### src/design/bism_pkg.sv
// bism_pkg: shared constants and a popcount function for the bitmap indexed sparse map
// no dependencies
`timescale 1ns / 1ps

package bism_pkg;

    localparam logic [1:0] MODE_GET    = 2'd0;
    localparam logic [1:0] MODE_SET    = 2'd1;
    localparam logic [1:0] MODE_REMOVE = 2'd2;
    localparam logic [1:0] MODE_UNUSED = 2'd3;

    localparam logic [1:0] ST_OK       = 2'd0;
    localparam logic [1:0] ST_KEY_ZERO = 2'd1;
    localparam logic [1:0] ST_ABSENT   = 2'd2;
    localparam logic [1:0] ST_FULL     = 2'd3;

    localparam int COUNT_BITS = 7;
    localparam int VALUE_PORT_BITS = 32;

    // popcount of one presence byte, done with the usual mask ladder
    function automatic logic [3:0] pop8(input logic [7:0] x);
        logic [7:0] a;
        logic [7:0] b;
        logic [7:0] c;
        a = (x & 8'h55) + ((x >> 1) & 8'h55);
        b = (a & 8'h33) + ((a >> 2) & 8'h33);
        c = (b & 8'h0f) + ((b >> 4) & 8'h0f);
        return c[3:0];
    endfunction

endpackage

### src/design/bism_values.sv
// bism_values: packed value memory, one write and one registered read port
// depends on nothing but its parameters
`timescale 1ns / 1ps

module bism_values #(
    parameter int DEPTH = 64,
    parameter int WIDTH = 32,
    parameter int AW = 6
) (
    input  logic             clk,
    input  logic             we,
    input  logic [AW-1:0]    waddr,
    input  logic [WIDTH-1:0] wdata,
    input  logic [AW-1:0]    raddr,
    output logic [WIDTH-1:0] rdata
);

    logic [WIDTH-1:0] mem [DEPTH];

    always_ff @(posedge clk)
    begin
        if (we)
        begin
            mem[waddr] <= wdata;
        end
        rdata <= mem[raddr];
    end

endmodule

### src/design/bitmap_indexed_sparse_map.sv
// bitmap_indexed_sparse_map: top level, sequencer around the packed value memory
// depends on bism_pkg and bism_values
`timescale 1ns / 1ps
//
//  channel | signals                          | dir | meaning
//  in      | in_valid in_ready mode key value_in | in | one operation per beat
//  out     | out_valid out_ready status value_out entry_count | out | one result per beat
//
//  one item at a time; errors and the unused mode register the result directly from
//  the idle state, get reads through S_READ and S_GETW, overwrite runs the prefix sweep
//  insert and remove walk the packed entries past the slot, a read and a write state per
//  moved entry, then the prefix counts above the byte, one per cycle; the moves go
//  through the single memory port pair
//  reset clears presence bytes, prefix counts and count at once (flip-flops)
//  a waiting result blocks the next beat until it is taken

module bitmap_indexed_sparse_map #(
    parameter int FLAG_BYTES = 32,
    parameter int CAPACITY = 64,
    parameter int VALUE_BITS = 32
) (
    input  logic                                clk,
    input  logic                                rst_n,
    input  logic                                in_valid,
    output logic                                in_ready,
    input  logic [1:0]                          mode,
    input  logic [7:0]                          key,
    input  logic [bism_pkg::VALUE_PORT_BITS-1:0] value_in,
    output logic                                out_valid,
    input  logic                                out_ready,
    output logic [1:0]                          status,
    output logic [bism_pkg::VALUE_PORT_BITS-1:0] value_out,
    output logic [bism_pkg::COUNT_BITS-1:0]      entry_count
);
    import bism_pkg::*;

    localparam int AW = (CAPACITY > 1) ? $clog2(CAPACITY) : 1;
    localparam int BW = (FLAG_BYTES > 1) ? $clog2(FLAG_BYTES) : 1;
    localparam int SW = 9;  // slot and walk index width, holds up to 255+8
    localparam int CW = 8;  // internal count width, holds up to 255
    localparam int VB = (VALUE_BITS < VALUE_PORT_BITS) ? VALUE_BITS : VALUE_PORT_BITS;

    typedef enum logic [2:0] {
        S_IDLE, S_READ, S_GETW, S_UPRD, S_UPWR, S_DNRD, S_DNWR, S_PFX
    } state_t;

    // presence bytes and prefix counts, flip-flops with reset
    logic [7:0]            presence_reg [FLAG_BYTES];
    logic [CW-1:0]         prefix_reg   [FLAG_BYTES];
    logic [CW-1:0]         count_reg;

    state_t                state_reg;
    logic [1:0]            mode_reg;
    logic [BW-1:0]         byte_reg;
    logic [SW-1:0]         slot_reg;
    logic [SW-1:0]         walk_reg;
    logic [BW:0]           pfx_reg;
    logic                  up_reg;
    logic [VB-1:0]         val_reg;
    logic                  out_valid_reg;
    logic [1:0]            status_reg;
    logic [VALUE_PORT_BITS-1:0] vout_reg;

    // overwrite marker: set on an existing key leaves the prefix counts alone
    logic                  ovr_q;

    // memory ports
    logic          we;
    logic [AW-1:0] waddr;
    logic [VB-1:0] wdata;
    logic [AW-1:0] raddr;
    logic [VB-1:0] rdata;

    bism_values #(.DEPTH(CAPACITY), .WIDTH(VB), .AW(AW)) u_values (
        .clk(clk), .we(we), .waddr(waddr), .wdata(wdata),
        .raddr(raddr), .rdata(rdata)
    );

    // lookup of the accepted key, done in the idle cycle
    logic [7:0]    km1;
    logic [7:0]    cur_bits;
    logic [7:0]    cur_bit;
    logic          present;
    logic [SW-1:0] slot;
    logic          in_range;
    logic [BW-1:0] bidx;

    always_comb
    begin
        km1      = key - 8'd1;
        in_range = ({3'd0, km1[7:3]} < 8'(FLAG_BYTES));
        bidx     = BW'(km1[7:3]);
        cur_bits = presence_reg[bidx];
        cur_bit  = 8'd1 << km1[2:0];
        present  = (cur_bits & cur_bit) != 8'd0;
        slot     = SW'(prefix_reg[bidx]) + SW'(pop8(cur_bits & (cur_bit - 8'd1)));
    end

    assign in_ready    = (state_reg == S_IDLE) && !out_valid_reg;
    assign out_valid   = out_valid_reg;
    assign status      = status_reg;
    assign value_out   = vout_reg;
    assign entry_count = count_reg[COUNT_BITS-1:0];

    // memory drive from sequencer state
    always_comb
    begin
        we    = 1'b0;
        waddr = AW'(slot_reg);
        wdata = val_reg;
        raddr = AW'(walk_reg);
        case (state_reg)
            S_READ:
            begin
                raddr = AW'(slot_reg);
            end
            S_UPRD:
            begin
                raddr = AW'(walk_reg - SW'(1));
            end
            S_UPWR:
            begin
                we    = 1'b1;
                waddr = AW'(walk_reg);
                wdata = rdata;
            end
            S_DNRD:
            begin
                raddr = AW'(walk_reg + SW'(1));
            end
            S_DNWR:
            begin
                we    = 1'b1;
                waddr = AW'(walk_reg);
                wdata = rdata;
            end
            S_PFX:
            begin
                // the value write on set happens on the first sweep cycle
                we = (mode_reg == MODE_SET) && up_reg && (pfx_reg == (BW+1)'(byte_reg) + 1'b1);
            end
            default:
            begin
                we = 1'b0;
            end
        endcase
    end

    always_ff @(posedge clk or negedge rst_n)
    begin
        if (!rst_n)
        begin
            state_reg     <= S_IDLE;
            out_valid_reg <= 1'b0;
            count_reg     <= '0;
            for (int i = 0; i < FLAG_BYTES; i++)
            begin
                presence_reg[i] <= '0;
                prefix_reg[i]   <= '0;
            end
        end
        else
        begin
            if (out_valid_reg && out_ready)
            begin
                out_valid_reg <= 1'b0;
            end
            case (state_reg)
                S_IDLE:
                begin
                    if (in_valid && in_ready)
                    begin
                        mode_reg   <= mode;
                        byte_reg   <= bidx;
                        slot_reg   <= slot;
                        val_reg    <= value_in[VB-1:0];
                        vout_reg   <= '0;
                        pfx_reg    <= (BW+1)'(bidx) + 1'b1;
                        if (mode == MODE_UNUSED)
                        begin
                            status_reg    <= ST_OK;
                            out_valid_reg <= 1'b1;
                        end
                        else if (key == 8'd0)
                        begin
                            status_reg    <= ST_KEY_ZERO;
                            out_valid_reg <= 1'b1;
                        end
                        else if (!in_range)
                        begin
                            status_reg    <= ST_ABSENT;
                            out_valid_reg <= 1'b1;
                        end
                        else if (mode == MODE_GET)
                        begin
                            if (present && slot < SW'(CAPACITY))
                            begin
                                status_reg <= ST_OK;
                                state_reg  <= S_READ;
                            end
                            else
                            begin
                                status_reg    <= ST_ABSENT;
                                out_valid_reg <= 1'b1;
                            end
                        end
                        else if (mode == MODE_SET)
                        begin
                            if (present)
                            begin
                                // overwrite in place through the first sweep write
                                status_reg <= ST_OK;
                                up_reg     <= 1'b1;
                                if (slot < SW'(CAPACITY))
                                begin
                                    state_reg <= S_PFX;
                                end
                                else
                                begin
                                    out_valid_reg <= 1'b1;
                                end
                            end
                            else if (count_reg >= CW'(CAPACITY)
                                     || slot >= SW'(CAPACITY))
                            begin
                                status_reg    <= ST_FULL;
                                out_valid_reg <= 1'b1;
                            end
                            else
                            begin
                                status_reg <= ST_OK;
                                up_reg     <= 1'b1;
                                walk_reg   <= SW'(count_reg);
                                state_reg  <= S_UPRD;
                                presence_reg[bidx] <= cur_bits | cur_bit;
                                count_reg  <= count_reg + 1'b1;
                            end
                        end
                        else
                        begin
                            if (!present)
                            begin
                                status_reg    <= ST_ABSENT;
                                out_valid_reg <= 1'b1;
                            end
                            else
                            begin
                                status_reg <= ST_OK;
                                up_reg     <= 1'b0;
                                walk_reg   <= slot;
                                state_reg  <= S_DNRD;
                                presence_reg[bidx] <= cur_bits & ~cur_bit;
                                if (count_reg != '0)
                                begin
                                    count_reg <= count_reg - 1'b1;
                                end
                            end
                        end
                    end
                end
                S_READ:
                begin
                    state_reg <= S_GETW;
                end
                S_GETW:
                begin
                    vout_reg      <= VALUE_PORT_BITS'(rdata);
                    out_valid_reg <= 1'b1;
                    state_reg     <= S_IDLE;
                end
                S_UPRD:
                begin
                    // walk_reg is the destination, above the slot while shifting
                    if (walk_reg > slot_reg)
                    begin
                        state_reg <= S_UPWR;
                    end
                    else
                    begin
                        state_reg <= S_PFX;
                    end
                end
                S_UPWR:
                begin
                    walk_reg  <= walk_reg - SW'(1);
                    state_reg <= S_UPRD;
                end
                S_DNRD:
                begin
                    // count_reg already holds the count after removal
                    if (walk_reg < SW'(count_reg) && walk_reg + SW'(1) < SW'(CAPACITY))
                    begin
                        state_reg <= S_DNWR;
                    end
                    else
                    begin
                        state_reg <= S_PFX;
                    end
                end
                S_DNWR:
                begin
                    walk_reg  <= walk_reg + SW'(1);
                    state_reg <= S_DNRD;
                end
                S_PFX:
                begin
                    // one prefix count per cycle, bytes above the key's byte
                    if (pfx_reg < (BW+1)'(FLAG_BYTES))
                    begin
                        if (!ovr_q)
                        begin
                            if (up_reg)
                            begin
                                prefix_reg[BW'(pfx_reg)] <= prefix_reg[BW'(pfx_reg)] + 1'b1;
                            end
                            else if (prefix_reg[BW'(pfx_reg)] != '0)
                            begin
                                prefix_reg[BW'(pfx_reg)] <= prefix_reg[BW'(pfx_reg)] - 1'b1;
                            end
                        end
                        pfx_reg <= pfx_reg + 1'b1;
                    end
                    else
                    begin
                        out_valid_reg <= 1'b1;
                        state_reg     <= S_IDLE;
                    end
                end
                default:
                begin
                    state_reg <= S_IDLE;
                end
            endcase
        end
    end

    always_ff @(posedge clk or negedge rst_n)
    begin
        if (!rst_n)
        begin
            ovr_q <= 1'b0;
        end
        else if (state_reg == S_IDLE && in_valid && in_ready)
        begin
            ovr_q <= (mode == MODE_SET) && present;
        end
    end

endmodule

### config.mk
export PLATFORM = sky130hd
export DESIGN_NAME = bitmap_indexed_sparse_map
export DESIGN_NICKNAME = d
export VERILOG_FILES = /design/src/design/bism_pkg.sv /design/src/design/bism_values.sv /design/src/design/bitmap_indexed_sparse_map.sv
export SDC_FILE = /design/constraint.sdc
export NUM_CORES = 2
export LEC_CHECK = 0
export BUFFER_PORTS_ARGS = -buffer_cell sky130_fd_sc_hd__buf_2
export CAP_MARGIN = 30
export CORE_MARGIN = 5
export CORE_UTILIZATION = 40
export CTS_CLUSTER_SIZE = 40
export DETAILED_ROUTE_END_ITERATION = 8
export GPL_TIMING_DRIVEN = 1
export PLACE_DENSITY = 0.55
export RECOVER_POWER = 50
export SETUP_SLACK_MARGIN = 0.1
export SLEW_MARGIN = 20
export SYNTH_ARGS = -nofsm -noshare
export SYNTH_HDL_FRONTEND = slang
export SYNTH_SLANG_ARGS = --single-unit
### constraint.sdc
create_clock -name clk -period 6.9 [get_ports clk]
set_input_delay 0.345 -clock clk [delete_from_list [all_inputs] [get_ports clk]]
set_output_delay 0.345 -clock clk [all_outputs]
set_load 0.02 [all_outputs]
==> qor.csv <==
metric,value,unit
crit_top_cell,nor2_1,
cts_htree_levels,5,
multi_input_comb_area,0.0346,sq mm
finalPower,55.1,mW
synth_top_area_share,56.1,%
max_cap_violations,27,
syn_inst,8471,
grt_pass1_vias,73334,
power_density,418,mW/mm^2
start_util,40.2,%
seq_area,0.0782,sq mm
cts_buffer_depth,4,
violations,"max-capacitance violations, max-slew violations",
detailedRoute.firstPassIterationCount,6,
max_stage_delay,1.86,ns
finalSetupViolCount,0,
vias_per_cell,5.94,
synth_seq_cells,2703,
worstSetupPathType,reg2reg,
status,finished with violations,
clock_skew,0.0746,ns
fin_cells,12642,
yosysTopAreaCell,edfxtp_1,
synth_area_per_cell,13.6,sq um
ys_types,87,
antenna_found_initial,6,
rsz0062_at_grt,no,
placementRows,196,
crit_path_top_delay_cell,nor2_1,
grt_overflow,0,
ir_drop,0.642,mV
grtUsageTotal,22.8,%
cts-root-buf,clkbuf_16,
postRouteAntennaNets,0,
placed_cells,12047,
ctsResizeCount,0,
placement.io_buffers,88,
hold_viol_final,0,
min_period,6.45,ns
fmax,155,MHz
relSlewSlack,-199,%
ys_top_cells_by_area,"edfxtp_1 56%, dfrtp_1 11%, a211oi_1 4.9%, nand2_1 4.1%, mux2_2 3.3%",
largest_reg_flops,2048,
drt-initial-drc-count,7203,
path_buf_inv,2,
grt_max_degree,195,
die_w,546,microns
placed_area,0.122,sq mm
hpwl,211,mm
wl,352,mm
end_kind,register,
synth_edf_count,2146,
synth_commonest_cells,"2,146 x edfxtp_1, 1,267 x nand2_1, 753 x a211oi_1",
final_cell_area,0.132,sq mm
finalNetCount,8726,
clkTransAtPathRegs,0.06,ns
setup_ws,0.452,ns
required,7.41,ns
syn-num-nets,8568,
grt_pass1_wl,514,mm
cp_top_family,simple AND/OR/NAND/NOR gates,
cts_sinks,2703,
cts_tree,built,
synthArstFlopShare,19.4,%
seq_area_frac_synth,68.1,%
min_path_type,in2reg,
finalMaxSlewViolations,1233,
layout-drive-gt1-share,15.7,%
crit_fanout,26,
synth_area,0.115,sq mm
area_growth,14.6,%
wire_per_inst,27.8,microns
route.detailed.drc,0,
tightest_slew,4.49,ns
dp_worst_setup_slack,-0.193,ns
arrival,6.96,ns
crit_path_start_kind,register,
die_h,546,microns
period_share,93.5,%
num_vias,75053,
fillCellCount,25081,
reg2reg_setup_slack,0.45,ns
post_cts_buffers,0,
worstPathCellList,inv_1 -> nor2_1 -> nor2_1 -> a21oi_1 -> nand2_1 -> nor2_1 -> buf_4,
die_area,0.298,sq mm
utilization,46.1,%
routabilityCongestion,0.915,
yosysMostFrequentCell,edfxtp_1,
leakage,46.1,nW
cts-buffers-inserted,301,
clk-insertion-delay-late,0.91,ns
yosys_warnings,0,
finalSetupTns,0,ns
hold_ws,0.0672,ns
cts_hold_buf,37,
ys.flop_type,edfxtp_1,
top_level_ports,89,
fp.coreArea,0.286,sq mm
## worst paths after layout
path	start	endpoint	cells past startpoint
min in group asynchronous	rst_n	presence_reg[61]$_DFFE_PN0P_	2
max	state_reg[2]$_DFFE_PN0P_	u_values.mem[14][31]$_DFFE_PP_	7
min	in_valid	out_valid$_DFF_PN0_	3
max in group asynchronous	rst_n	state_reg[1]$_DFFE_PN0P_	2
min reg2reg	presence_reg[7]$_DFFE_PN0P_	presence_reg[7]$_DFFE_PN0P_	0
max reg2reg	state_reg[2]$_DFFE_PN0P_	u_values.mem[14][31]$_DFFE_PP_	7
## cells by family after synthesis
kind of cell,count (synthesis),synth area share (%)
flops,2703,68.1
simple gates,2263,9.06
compound gates,2224,14.3
buf+inv,723,2.55
mux,461,5.09
fa+ha+maj,51,0.588
xor+xnor,45,0.343
other cells,1,0.00326
## routing by layer
metal	vias up	GRT usage, %	wire (microns)
met5	-	0	0
met4	0	7.46	12700
met3	574	3.21	22400
met2	2620	37.3	166000
met1	38795	31.5	150000
li1	33064	-	-
## layout make-up
class                   instances  share of cell area [%]
clock inverters               124                   0.875
multi-input cells            5045                    26.2
repair buffers                533                    3.44
diodes                          9                  0.0171
clock buffers                 421                    6.35
well taps                    3762                    3.57
inverters                      45                   0.129
flip-flops and latches       2703                    59.4
## worst min-delay path: stages
cell     delay (ns)
buf_2          0.16
nand2_1        0.25
o21ai_1        0.12
## power by group
| part | leakage, nW | internal (mW) | switching, mW |
|---|---|---|---|
| Combinational | 14.5 | 5.50 | 13.9 |
| Clock | 4.63 | 9.02 | 6.56 |
| Sequential | 26.9 | 19.7 | 0.491 |
| Total | 46.1 | 34.2 | 20.9 |
## placed cells by master, fill, tap and decap left out, types with 225 or more instances in the layout
cell type	n
a211oi_1	753
a21oi_1	316
a2bb2oi_1	225
a311oi_1	256
a31oi_1	266
and2_1	524
buf_4	305
clkbuf_16	306
dfrtp_1	524
edfxtp_1	2146
mux2_2	337
nand2_1	1258
No activity file was read; power rests on OpenSTA's default activity.
